`config.mk`:
```
export PLATFORM = sky130hd
export DESIGN_NAME = hashed_lru_buffer_cache_unit
export DESIGN_NICKNAME = d
export VERILOG_FILES = /design/src/rtl/core/hlru_pkg.sv /design/src/rtl/core/hlru_hash.sv /design/src/rtl/core/hlru_store.sv /design/src/rtl/core/hashed_lru_buffer_cache_unit.sv
export SDC_FILE = /design/constraint.sdc
export NUM_CORES = 2
export LEC_CHECK = 0
export BUFFER_PORTS_ARGS = -buffer_cell sky130_fd_sc_hd__buf_4
export CORE_MARGIN = 2
export CORE_UTILIZATION = 60
export DETAILED_ROUTE_END_ITERATION = 10
export PLACE_DENSITY = 0.77
export SYNTH_ARGS = -nofsm -noshare
export SYNTH_HDL_FRONTEND = slang
export SYNTH_SLANG_ARGS = --single-unit
```
`constraint.sdc`:
```
create_clock -name clk -period 8.9 [get_ports clk]
set_clock_uncertainty 0.15 [all_clocks]
set_input_delay 0 -clock clk [delete_from_list [all_inputs] [get_ports clk]]
set_output_delay 0 -clock clk [all_outputs]
set_load 0.05 [all_outputs]
```
`src/rtl/core/hlru_pkg.sv`:
```
// Shared types, constants and the helper function of the hashed LRU buffer cache.
`timescale 1ns / 1ps
package hlru_pkg;

  localparam int unsigned BUFFERS    = 32;
  localparam int unsigned BUCKETS    = 13;
  localparam int unsigned IW         = $clog2(BUFFERS);
  localparam int unsigned BKW        = 4;
  localparam int unsigned REFW       = 8;
  localparam int unsigned DEVW       = 8;
  localparam int unsigned BLKW       = 32;
  localparam int unsigned NIB        = 4;
  // Multiple of BUCKETS that keeps the alternating digit sum positive
  localparam int unsigned FOLD_BIAS  = 10 * BUCKETS;
  localparam logic [REFW-1:0] REFS_MAX = {REFW{1'b1}};

  typedef enum logic [1:0] {
    OP_READ    = 2'd0,
    OP_RELEASE = 2'd1,
    OP_PIN     = 2'd2,
    OP_UNPIN   = 2'd3
  } op_t;

  typedef enum logic [2:0] {
    ST_DONE      = 3'd0,
    ST_RECYCLED  = 3'd1,
    ST_STOLEN    = 3'd2,
    ST_NO_BUF    = 3'd3,
    ST_UNDERFLOW = 3'd4
  } status_t;

  typedef enum logic [3:0] {
    S_IDLE,
    S_HASH,
    S_SCAN,
    S_PICK,
    S_RESOLVE,
    S_ACCESS,
    S_SWEEP,
    S_PLACE,
    S_EMIT
  } state_t;

  typedef enum logic [1:0] {
    K_HIT,
    K_RECYCLE,
    K_STEAL
  } kind_t;

  typedef struct packed {
    logic [DEVW-1:0] device;
    logic [BLKW-1:0] block;
    logic            valid;
    logic [REFW-1:0] refs;
    logic [BKW-1:0]  bucket;
    logic [IW-1:0]   rank;
  } entry_t;

  typedef struct packed {
    logic          tag_en;
    logic          valid_en;
    logic          refs_en;
    logic          place_en;
    logic [IW-1:0] addr;
  } wr_ctl_t;

  typedef struct packed {
    logic [4:0]      entry_index;
    status_t         status;
    logic            disk;
    logic [REFW-1:0] refs;
  } result_t;

  typedef struct packed {
    logic           done;
    logic [BKW-1:0] home;
  } hash_res_t;

  // Bring a value below 16 x BUCKETS down below BUCKETS.
  function automatic logic [BKW-1:0] bucket_reduce(input logic [BKW+NIB-1:0] v_in);
    logic [BKW+NIB:0] v;
    logic [BKW+NIB:0] sub;
    v = {1'b0, v_in};
    for (int k = NIB - 1; k >= 0; k--) begin
      sub = (BKW + NIB + 1)'(BUCKETS << k);
      if (v >= sub) begin
        v = v - sub;
      end
    end
    return v[BKW-1:0];
  endfunction

endpackage

```
`src/rtl/core/hlru_hash.sv`:
```
// Block number to bucket: six-bit digit fold, then compare and subtract, each step registered.
`timescale 1ns / 1ps
module hlru_hash (
  input  logic                     clk,
  input  logic                     rst_n,
  input  logic                     start,
  input  logic [hlru_pkg::BLKW-1:0] value,
  output hlru_pkg::hash_res_t      res
);
  import hlru_pkg::*;

  logic [8:0]      fold_r, fold_nxt;
  logic [BKW-1:0]  rem_r, rem_nxt;
  logic            busy_r, busy_nxt;
  logic            done_r, done_nxt;
  logic [7:0]      pos_sum;
  logic [7:0]      neg_sum;
  logic [7:0]      part;

  // 64 is one less than 5 x 13, so six-bit digits add with alternating sign
  always_comb begin
    pos_sum  = 8'(value[5:0]) + 8'(value[17:12]) + 8'(value[29:24]);
    neg_sum  = 8'(value[11:6]) + 8'(value[23:18]) + 8'(value[31:30]);
    part     = (fold_r >= 9'(BUCKETS << NIB)) ? 8'(fold_r - 9'(BUCKETS << NIB))
                                               : fold_r[7:0];
    fold_nxt = fold_r;
    rem_nxt  = rem_r;
    busy_nxt = start;
    done_nxt = busy_r;
    if (start) begin
      fold_nxt = 9'(pos_sum) + 9'(FOLD_BIAS) - 9'(neg_sum);
    end
    if (busy_r) begin
      rem_nxt = bucket_reduce(part);
    end
  end

  always_ff @(posedge clk) begin
    if (!rst_n) begin
      busy_r <= 1'b0;
      done_r <= 1'b0;
    end else begin
      busy_r <= busy_nxt;
      done_r <= done_nxt;
    end
  end

  always_ff @(posedge clk) begin
    fold_r <= fold_nxt;
    rem_r  <= rem_nxt;
  end

  assign res.done = done_r;
  assign res.home = rem_r;

endmodule

```
`src/rtl/core/hlru_store.sv`:
```
// Entry store: tags, valid flags, reference counts, buckets and recency ranks.
`timescale 1ns / 1ps
module hlru_store (
  input  logic                   clk,
  input  logic                   rst_n,
  input  logic [hlru_pkg::IW-1:0] rd_addr,
  output hlru_pkg::entry_t       rd_data,
  input  hlru_pkg::wr_ctl_t      wr,
  input  hlru_pkg::entry_t       wr_data
);
  import hlru_pkg::*;

  logic [DEVW-1:0] device_r [BUFFERS];
  logic [BLKW-1:0] block_r  [BUFFERS];
  logic            valid_r  [BUFFERS];
  logic [REFW-1:0] refs_r   [BUFFERS];
  logic [BKW-1:0]  bucket_r [BUFFERS];
  logic [IW-1:0]   rank_r   [BUFFERS];

  always_ff @(posedge clk) begin
    if (!rst_n) begin
      for (int i = 0; i < BUFFERS; i++) begin
        device_r[i] <= '0;
        block_r[i]  <= '0;
        valid_r[i]  <= 1'b0;
        refs_r[i]   <= '0;
        bucket_r[i] <= '0;
        rank_r[i]   <= IW'(i);
      end
    end else begin
      if (wr.tag_en) begin
        device_r[wr.addr] <= wr_data.device;
        block_r[wr.addr]  <= wr_data.block;
      end
      if (wr.valid_en) begin
        valid_r[wr.addr] <= wr_data.valid;
      end
      if (wr.refs_en) begin
        refs_r[wr.addr] <= wr_data.refs;
      end
      if (wr.place_en) begin
        bucket_r[wr.addr] <= wr_data.bucket;
        rank_r[wr.addr]   <= wr_data.rank;
      end
    end
  end

  assign rd_data.device = device_r[rd_addr];
  assign rd_data.block  = block_r[rd_addr];
  assign rd_data.valid  = valid_r[rd_addr];
  assign rd_data.refs   = refs_r[rd_addr];
  assign rd_data.bucket = bucket_r[rd_addr];
  assign rd_data.rank   = rank_r[rd_addr];

endmodule

```
`src/rtl/core/hashed_lru_buffer_cache_unit.sv`:
```
// Top level of the hashed LRU buffer cache: sequencer, scan compare unit and result register.
//
//   channel | direction | handshake          | payload
//   in_     | request   | in_valid/in_stall  | op, device, block_number, buffer_index
//   out_    | result    | out_valid/out_stall| entry_index, status, needs_disk_read,
//           |           |                    | reference_count
//
// A read folds the block number to its bucket, scans every entry through the shared compare
// unit, then picks, updates and presents the result; a steal adds a sweep over every entry
// that makes the victim the most recent member of the home bucket. Release, pin and unpin
// work on the entry directly, plus a sweep when a release moves the entry to the head.
// Reset (rst_n, synchronous) puts every entry in bucket 0 with rank equal to its index.
// One request is worked at a time; a finished result waits in the output register while
// the next request is accepted, and a new result holds until that register is free.
`timescale 1ns / 1ps
module hashed_lru_buffer_cache_unit (
  input  logic        clk,
  input  logic        rst_n,
  input  logic        in_valid,
  output logic        in_stall,
  input  logic [1:0]  in_op,
  input  logic [7:0]  in_device,
  input  logic [31:0] in_block_number,
  input  logic [4:0]  in_buffer_index,
  output logic        out_valid,
  input  logic        out_stall,
  output logic [4:0]  out_entry_index,
  output logic [2:0]  out_status,
  output logic        out_needs_disk_read,
  output logic [7:0]  out_reference_count
);
  import hlru_pkg::*;

  // Control state
  state_t          state_r, state_nxt;
  logic            out_valid_r, out_valid_nxt;

  // Request and working registers
  logic [1:0]      op_r, op_nxt;
  logic [DEVW-1:0] dev_r, dev_nxt;
  logic [BLKW-1:0] blk_r, blk_nxt;
  logic [BKW-1:0]  home_r, home_nxt;
  logic [IW-1:0]   ptr_r, ptr_nxt;

  // Scan bests: hit (most recent match), home victim, steal victim
  logic            hit_found_r, hit_found_nxt;
  logic [IW-1:0]   hit_idx_r, hit_idx_nxt;
  logic [IW-1:0]   hit_rank_r, hit_rank_nxt;
  logic            hv_found_r, hv_found_nxt;
  logic [IW-1:0]   hv_idx_r, hv_idx_nxt;
  logic [IW-1:0]   hv_rank_r, hv_rank_nxt;
  logic            sv_found_r, sv_found_nxt;
  logic [IW-1:0]   sv_idx_r, sv_idx_nxt;
  logic [BKW-1:0]  sv_bk_r, sv_bk_nxt;
  logic [IW-1:0]   sv_rank_r, sv_rank_nxt;

  // Move-to-head bookkeeping
  kind_t           kind_r, kind_nxt;
  logic [IW-1:0]   e_r, e_nxt;
  logic [BKW-1:0]  e_bk_r, e_bk_nxt;
  logic [IW-1:0]   e_rank_r, e_rank_nxt;
  logic [BKW-1:0]  tgt_r, tgt_nxt;
  logic [IW-1:0]   cnt_r, cnt_nxt;

  result_t         res_r, res_nxt;
  result_t         out_res_r, out_res_nxt;

  // Store and hash unit connections
  entry_t          rd;
  wr_ctl_t         wr;
  entry_t          wd;
  logic            hash_start;
  hash_res_t       hash;

  logic            accept;
  logic            slot_free;
  logic            in_home;
  logic            is_free;
  logic            tag_eq;
  logic            last;
  logic [REFW-1:0] refs_inc;
  logic [REFW-1:0] refs_dec;

  hlru_store u_store (
    .clk     (clk),
    .rst_n   (rst_n),
    .rd_addr (ptr_r),
    .rd_data (rd),
    .wr      (wr),
    .wr_data (wd)
  );

  hlru_hash u_hash (
    .clk   (clk),
    .rst_n (rst_n),
    .start (hash_start),
    .value (in_block_number),
    .res   (hash)
  );

  assign in_stall  = (state_r != S_IDLE);
  assign accept    = in_valid && !in_stall;
  assign slot_free = !out_valid_r || !out_stall;

  // Shared compare unit: looks at the entry under the pointer
  assign in_home  = (rd.bucket == home_r);
  assign is_free  = (rd.refs == '0);
  assign tag_eq   = (rd.device == dev_r) && (rd.block == blk_r);
  assign last     = (ptr_r == IW'(BUFFERS - 1));
  assign refs_inc = (rd.refs == REFS_MAX) ? rd.refs : rd.refs + 1'b1;
  assign refs_dec = rd.refs - 1'b1;

  always_comb begin
    state_nxt     = state_r;
    out_valid_nxt = out_valid_r;
    op_nxt        = op_r;
    dev_nxt       = dev_r;
    blk_nxt       = blk_r;
    home_nxt      = home_r;
    ptr_nxt       = ptr_r;
    hit_found_nxt = hit_found_r;
    hit_idx_nxt   = hit_idx_r;
    hit_rank_nxt  = hit_rank_r;
    hv_found_nxt  = hv_found_r;
    hv_idx_nxt    = hv_idx_r;
    hv_rank_nxt   = hv_rank_r;
    sv_found_nxt  = sv_found_r;
    sv_idx_nxt    = sv_idx_r;
    sv_bk_nxt     = sv_bk_r;
    sv_rank_nxt   = sv_rank_r;
    kind_nxt      = kind_r;
    e_nxt         = e_r;
    e_bk_nxt      = e_bk_r;
    e_rank_nxt    = e_rank_r;
    tgt_nxt       = tgt_r;
    cnt_nxt       = cnt_r;
    res_nxt       = res_r;
    out_res_nxt   = out_res_r;
    hash_start    = 1'b0;
    wr            = '0;
    wd            = '0;

    // Drop the presented result once it is taken
    if (out_valid_r && !out_stall) begin
      out_valid_nxt = 1'b0;
    end

    case (state_r)
      S_IDLE: begin
        if (accept) begin
          op_nxt  = in_op;
          dev_nxt = in_device;
          blk_nxt = in_block_number;
          if (in_op == OP_READ) begin
            hash_start = 1'b1;
            state_nxt  = S_HASH;
          end else if (32'(in_buffer_index) >= BUFFERS) begin
            res_nxt   = '{entry_index: in_buffer_index, status: ST_NO_BUF,
                          disk: 1'b0, refs: '0};
            state_nxt = S_EMIT;
          end else begin
            ptr_nxt   = IW'(in_buffer_index);
            state_nxt = S_ACCESS;
          end
        end
      end

      S_HASH: begin
        if (hash.done) begin
          home_nxt      = hash.home;
          ptr_nxt       = '0;
          hit_found_nxt = 1'b0;
          hv_found_nxt  = 1'b0;
          sv_found_nxt  = 1'b0;
          state_nxt     = S_SCAN;
        end
      end

      S_SCAN: begin
        // Most recent matching entry of the home bucket, valid or not
        if (in_home && tag_eq && (!hit_found_r || rd.rank > hit_rank_r)) begin
          hit_found_nxt = 1'b1;
          hit_idx_nxt   = ptr_r;
          hit_rank_nxt  = rd.rank;
        end
        // Least recent unreferenced entry of the home bucket
        if (in_home && is_free && (!hv_found_r || rd.rank < hv_rank_r)) begin
          hv_found_nxt = 1'b1;
          hv_idx_nxt   = ptr_r;
          hv_rank_nxt  = rd.rank;
        end
        // Steal candidate: lowest other bucket first, then least recent
        if (!in_home && is_free &&
            (!sv_found_r || rd.bucket < sv_bk_r ||
             (rd.bucket == sv_bk_r && rd.rank < sv_rank_r))) begin
          sv_found_nxt = 1'b1;
          sv_idx_nxt   = ptr_r;
          sv_bk_nxt    = rd.bucket;
          sv_rank_nxt  = rd.rank;
        end
        if (last) begin
          state_nxt = S_PICK;
        end else begin
          ptr_nxt = ptr_r + 1'b1;
        end
      end

      S_PICK: begin
        state_nxt = S_RESOLVE;
        if (hit_found_r) begin
          kind_nxt = K_HIT;
          e_nxt    = hit_idx_r;
        end else if (hv_found_r) begin
          kind_nxt = K_RECYCLE;
          e_nxt    = hv_idx_r;
        end else if (sv_found_r) begin
          kind_nxt = K_STEAL;
          e_nxt    = sv_idx_r;
        end else begin
          res_nxt   = '{entry_index: '0, status: ST_NO_BUF, disk: 1'b0, refs: '0};
          state_nxt = S_EMIT;
        end
        ptr_nxt = e_nxt;
      end

      S_RESOLVE: begin
        wr.addr     = e_r;
        wr.valid_en = 1'b1;
        wr.refs_en  = 1'b1;
        wd.valid    = 1'b1;
        wd.device   = dev_r;
        wd.block    = blk_r;
        state_nxt   = S_EMIT;
        case (kind_r)
          K_HIT: begin
            wd.refs = refs_inc;
            res_nxt = '{entry_index: 5'(e_r), status: ST_DONE,
                        disk: !rd.valid, refs: refs_inc};
          end
          K_RECYCLE: begin
            wr.tag_en = 1'b1;
            wd.refs   = REFW'(1);
            res_nxt   = '{entry_index: 5'(e_r), status: ST_RECYCLED,
                          disk: 1'b1, refs: REFW'(1)};
          end
          K_STEAL: begin
            wr.tag_en  = 1'b1;
            wd.refs    = REFW'(1);
            res_nxt    = '{entry_index: 5'(e_r), status: ST_STOLEN,
                           disk: 1'b1, refs: REFW'(1)};
            e_bk_nxt   = rd.bucket;
            e_rank_nxt = rd.rank;
            tgt_nxt    = home_r;
            cnt_nxt    = '0;
            ptr_nxt    = '0;
            state_nxt  = S_SWEEP;
          end
          default: begin
            state_nxt = S_IDLE;
          end
        endcase
      end

      S_ACCESS: begin
        e_nxt     = ptr_r;
        wr.addr   = ptr_r;
        state_nxt = S_EMIT;
        if (op_r == OP_PIN) begin
          wr.refs_en = 1'b1;
          wd.refs    = refs_inc;
          res_nxt    = '{entry_index: 5'(ptr_r), status: ST_DONE, disk: 1'b0, refs: refs_inc};
        end else if (is_free) begin
          res_nxt = '{entry_index: 5'(ptr_r), status: ST_UNDERFLOW, disk: 1'b0, refs: '0};
        end else begin
          wr.refs_en = 1'b1;
          wd.refs    = refs_dec;
          res_nxt    = '{entry_index: 5'(ptr_r), status: ST_DONE, disk: 1'b0, refs: refs_dec};
          if (op_r == OP_RELEASE && refs_dec == '0) begin
            e_bk_nxt   = rd.bucket;
            e_rank_nxt = rd.rank;
            tgt_nxt    = rd.bucket;
            cnt_nxt    = '0;
            ptr_nxt    = '0;
            state_nxt  = S_SWEEP;
          end
        end
      end

      S_SWEEP: begin
        // Close the gap in the old bucket and count the new bucket's other members
        if (ptr_r != e_r) begin
          if (rd.bucket == e_bk_r && rd.rank > e_rank_r) begin
            wr.addr     = ptr_r;
            wr.place_en = 1'b1;
            wd.bucket   = rd.bucket;
            wd.rank     = rd.rank - 1'b1;
          end
          if (rd.bucket == tgt_r) begin
            cnt_nxt = cnt_r + 1'b1;
          end
        end
        if (last) begin
          state_nxt = S_PLACE;
        end else begin
          ptr_nxt = ptr_r + 1'b1;
        end
      end

      S_PLACE: begin
        // Entry becomes most recent of the target bucket
        wr.addr     = e_r;
        wr.place_en = 1'b1;
        wd.bucket   = tgt_r;
        wd.rank     = cnt_r;
        state_nxt   = S_EMIT;
      end

      S_EMIT: begin
        if (slot_free) begin
          out_valid_nxt = 1'b1;
          out_res_nxt   = res_r;
          state_nxt     = S_IDLE;
        end
      end

      default: begin
        state_nxt = S_IDLE;
      end
    endcase
  end

  always_ff @(posedge clk) begin
    if (!rst_n) begin
      state_r     <= S_IDLE;
      out_valid_r <= 1'b0;
    end else begin
      state_r     <= state_nxt;
      out_valid_r <= out_valid_nxt;
    end
  end

  always_ff @(posedge clk) begin
    op_r        <= op_nxt;
    dev_r       <= dev_nxt;
    blk_r       <= blk_nxt;
    home_r      <= home_nxt;
    ptr_r       <= ptr_nxt;
    hit_found_r <= hit_found_nxt;
    hit_idx_r   <= hit_idx_nxt;
    hit_rank_r  <= hit_rank_nxt;
    hv_found_r  <= hv_found_nxt;
    hv_idx_r    <= hv_idx_nxt;
    hv_rank_r   <= hv_rank_nxt;
    sv_found_r  <= sv_found_nxt;
    sv_idx_r    <= sv_idx_nxt;
    sv_bk_r     <= sv_bk_nxt;
    sv_rank_r   <= sv_rank_nxt;
    kind_r      <= kind_nxt;
    e_r         <= e_nxt;
    e_bk_r      <= e_bk_nxt;
    e_rank_r    <= e_rank_nxt;
    tgt_r       <= tgt_nxt;
    cnt_r       <= cnt_nxt;
    res_r       <= res_nxt;
    out_res_r   <= out_res_nxt;
  end

  assign out_valid           = out_valid_r;
  assign out_entry_index     = out_res_r.entry_index;
  assign out_status          = out_res_r.status;
  assign out_needs_disk_read = out_res_r.disk;
  assign out_reference_count = out_res_r.refs;

endmodule

```
==> metrics.md <==
| Metric | Value |
|---|---|
| Post-DP Area | 92,600 µm² |
| Routability Congestion | 0.853 |
| Critical Path End Type | flop |
| Required @ worst endpoint | 9.33 ns |
| Vias per std cell | 6.65 |
| CTS tree | built |
| Finished Layout Cells | 8,358 |
| Worst-Skew Late Latency | 0.87 ns |
| Overall routing resource usage | 0.324 |
| Largest net degree at the start of global routing | 105 |
| Minimum clock period after layout | between 7 and 8 ns |
| Avg Synthesized Cell Area | 14.6 µm² |
| Fillers | 9,786 |
| Initial antenna violation count | 3 |
| Nature of the critical path startpoint | flop |
| Via count | 55,600 |
| VDD IR max | 0.358 mV |
| Worst slew margin | 0.0924 |
| Final Setup Violations | 0 |
| Floorplan row count | 142 |
| Hpwl dp | between 100 and 150 mm |
| Vias in the first global route | 55,200 |
| Post-synth EDFFs | 1,984 |
| Cells after synthesis | between 6,000 and 7,000 |
| Slew Limit Fails | 0 |
| Final Hold Fails | 0 |
| Die Wd | ~390 µm |
| Status | finished, final reports clean |
| Drt drc | 0 |
| Yosys warning count | 0 |
| Max capacitance violation total | 0 |
| Post-Place Cells | about 7,900 |
| CTS Sinks | between 2,000 and 2,500 |
| Worst Hold Class | input port to flop |
| Port Buf Inserts | 69 |
| Fmax | about 130 MHz |
| PwrDens | 288 nW/µm² |
| Setup TNS | 0 ns |
| Initial core utilization | 0.603 |
| Die Area | 154,000 µm² |
| Floorplan Core Area | 150,000 µm² |
| Post-synthesis register bit count | 2,028 |
| Post-CTS Resized | 0 |
| Critical path class | flop to flop |
| Worst-path clk slew | 0.06 ns |
| Area grow syn2layout | 10.9% |
| H-tree depth | 4 |
| Ys async rst share | 0 |
| Share of layout cells above drive strength 1 | 0.190 |
| Hold buffer count at CTS | 100 |
| Top_reg_cell synth | edfxtp_1 |
| Sequential share of the synthesized area | 0.670 |
| Fin nets | about 6,300 |
| Post-route ant nets | 0 |
| Distinct cells, synth | 80 |
| I/O pins | 70 |
| Setup bufs post-CTS | 0 |
| Global route overflow | 0 |
| LEAKAGE | roughly 33 nW |
| Syn_nets | ~6,300 |
| Tcrit/Tclk final | 0.883 |
| Starting DRT DRC Count | 8,179 |
| Post-detailed-route wirelength per cell | a little under 30 µm |
| Num CTS Buffers | 199 |
| CP Max Fanout | 43 |
| Post-route cell area | 100,000 µm² |
| RSZ-0062 raised after global routing | no |
| Least-Margin Pin Slew | 1.36 ns |
| Global-route wire length before repair | 361 mm |
| CTS Buffer Depth | 3 |
| Die Y | 392 µm |
| Root Buffer | clkbuf_16 |
| Mapped cell area | ~90,000 µm² |
| Worst EP arrival | 8.29 ns |
| First-pass iteration count of the detailed router | 6 |
| DRT Wirelength | 245 mm |
flip-flops by register name, indices dropped and copies added, names as in the netlist, 8 cells and up, named ones only:
register             cells
u_store.rank_r         160
u_store.valid_r         32
u_store.refs_r         256
blk_r                   32
res_r                   17
u_store.bucket_r       128
u_store.device_r       256
dev_r                    8
out_reference_count      8
u_hash.fold_r            9
u_store.block_r       1024
worst max-delay path: stages, from the launching register on:
cell and delay (ns):
dfxtp_4 0.92, buf_4 0.34, mux4_2 0.57, mux4_2 0.51
mux2i_1 0.39, inv_1 0.27, ha_1 0.35, and3_1 0.16
a311oi_1 0.32, o2111ai_2 0.47, nand2_2 0.35, o21ai_0 0.22
and3_1 0.46, nand2_2 0.17, buf_4 0.57, nand2_2 0.82
buf_4 0.46
stage by stage:
stage          hold WS (ns)  setup WS [ns]   util  total power, W
2_1_floorplan       -0.0511           1.91      -          0.0178
3_3_place_gp         0.0287           1.42  0.619          0.0203
3_5_place_dp         0.0296           1.23  0.619          0.0205
4_1_cts              0.0234           1.15  0.669          0.0287
5_1_grt              0.0819          0.680  0.669          0.0296
6_report             0.0688           1.04  0.669          0.0288
area by class of cell:
type                       instances  area, µm²  share of cell area
timing repair buffer             329       2820              0.0282
multi-input combinational       3537      27500               0.275
antenna                            2       5.00           0.0000500
clock inverter                   114       1160              0.0116
inverter                          77        292             0.00291
tap                             2016       2520              0.0252
sequential                      2028      60500               0.604
clock buffer                     255       5240              0.0524
routing by layer:
layer	wire [µm]	vias to the layer above	GRT usage
met4	12100	4	0.145
met2	119000	4312	0.521
li1	-	22700	-
met5	31	-	0
met1	84000	27900	0.428
met3	30600	662	0.0740
layout by cell type (no fill, tap or decap), types with 9 or more instances in the layout:
master         count
edfxtp_1        1984
nor2_1          1841
mux4_2           582
nand2_1          281
buf_4            221
clkbuf_16        199
dlygate4sd3_1    100
inv_1             76
ha_1              73
mux2i_1           67
nand2_2           66
a21oi_1           65
o21ai_0           61
xnor2_1           58
nand3_1           55
clkbuf_1          51
clkinv_1          47
xor2_1            43
dfxtp_1           40
nor2b_1           31
nor3_1            31
and3_1            27
clkinv_2          26
and2_1            22
nand4_1           19
a21o_1            18
bufinv_16         16
a22o_1            15
nand2b_1           9
report_power, final:
| part | internal (W) | total [W] | switching (W) | leakage [nW] |
|---|---|---|---|---|
| Sequential | 0.0110 | 0.0116 | 0.000513 | 20.4 |
| Combinational | 0.00374 | 0.00888 | 0.00515 | 9.49 |
| Clock | 0.00465 | 0.00833 | 0.00368 | 3.10 |
logic make-up after synthesis:
| kind of cell | share of synthesized area |
|---|---|
| simple gates | 0.107 |
| fa+ha+maj | 0.0112 |
| buf+inv | 0.0280 |
| flops | 0.670 |
| compound gates | 0.0205 |
| xor+xnor | 0.00980 |
| mux | 0.154 |
final timing paths:
path	cells after the start	to	start	slack (ns)
worst max-delay path	16	u_store.device_r[28][0]	flop	1.04
worst min-delay path	4	out_entry_index[0]	out_stall	0.07
worst max register to register	16	u_store.device_r[28][0]	flop	1.04
worst min register to register	0	out_reference_count[0]	res_r[0]	0.26
Yosys cell counts, types with 4 or more instances:
master / count / area [µm²]
edfxtp_1: 1984 / 59600
nor2_1: 1847 / 6930
mux4_2: 582 / 13100
clkbuf_1: 361 / 1360
nand2_1: 336 / 1260
buf_2: 106 / 531
inv_1: 76 / 285
ha_1: 73 / 913
a21oi_1: 69 / 345
mux2i_1: 67 / 671
nand3_1: 63 / 315
o21ai_0: 62 / 310
xnor2_1: 58 / 508
dfxtp_1: 44 / 881
xor2_1: 43 / 377
buf_1: 40 / 150
nor2b_1: 31 / 194
nor3_1: 31 / 155
and3_1: 27 / 169
and2_1: 22 / 138
nand4_1: 19 / 119
a21o_1: 18 / 135
a22o_1: 15 / 131
buf_6: 13 / 146
nand2_2: 11 / 68.8
a22oi_1: 9 / 67.6
nand2b_1: 9 / 56.3
nor4_1: 9 / 56.3
a32o_1: 8 / 80.1
o21bai_1: 8 / 60.1
a31oi_1: 7 / 43.8
buf_4: 7 / 52.6
or3_1: 7 / 43.8
a21boi_0: 6 / 45.0
o211ai_1: 6 / 45.0
o21a_1: 6 / 45.0
o32ai_1: 6 / 52.6
a211oi_1: 5 / 37.5
fa_1: 5 / 100
mux2i_2: 5 / 68.8
a311oi_1: 4 / 35.0
nor3b_1: 4 / 30.0
o22ai_1: 4 / 25.0
No activity file was read; power rests on OpenSTA's default activity.
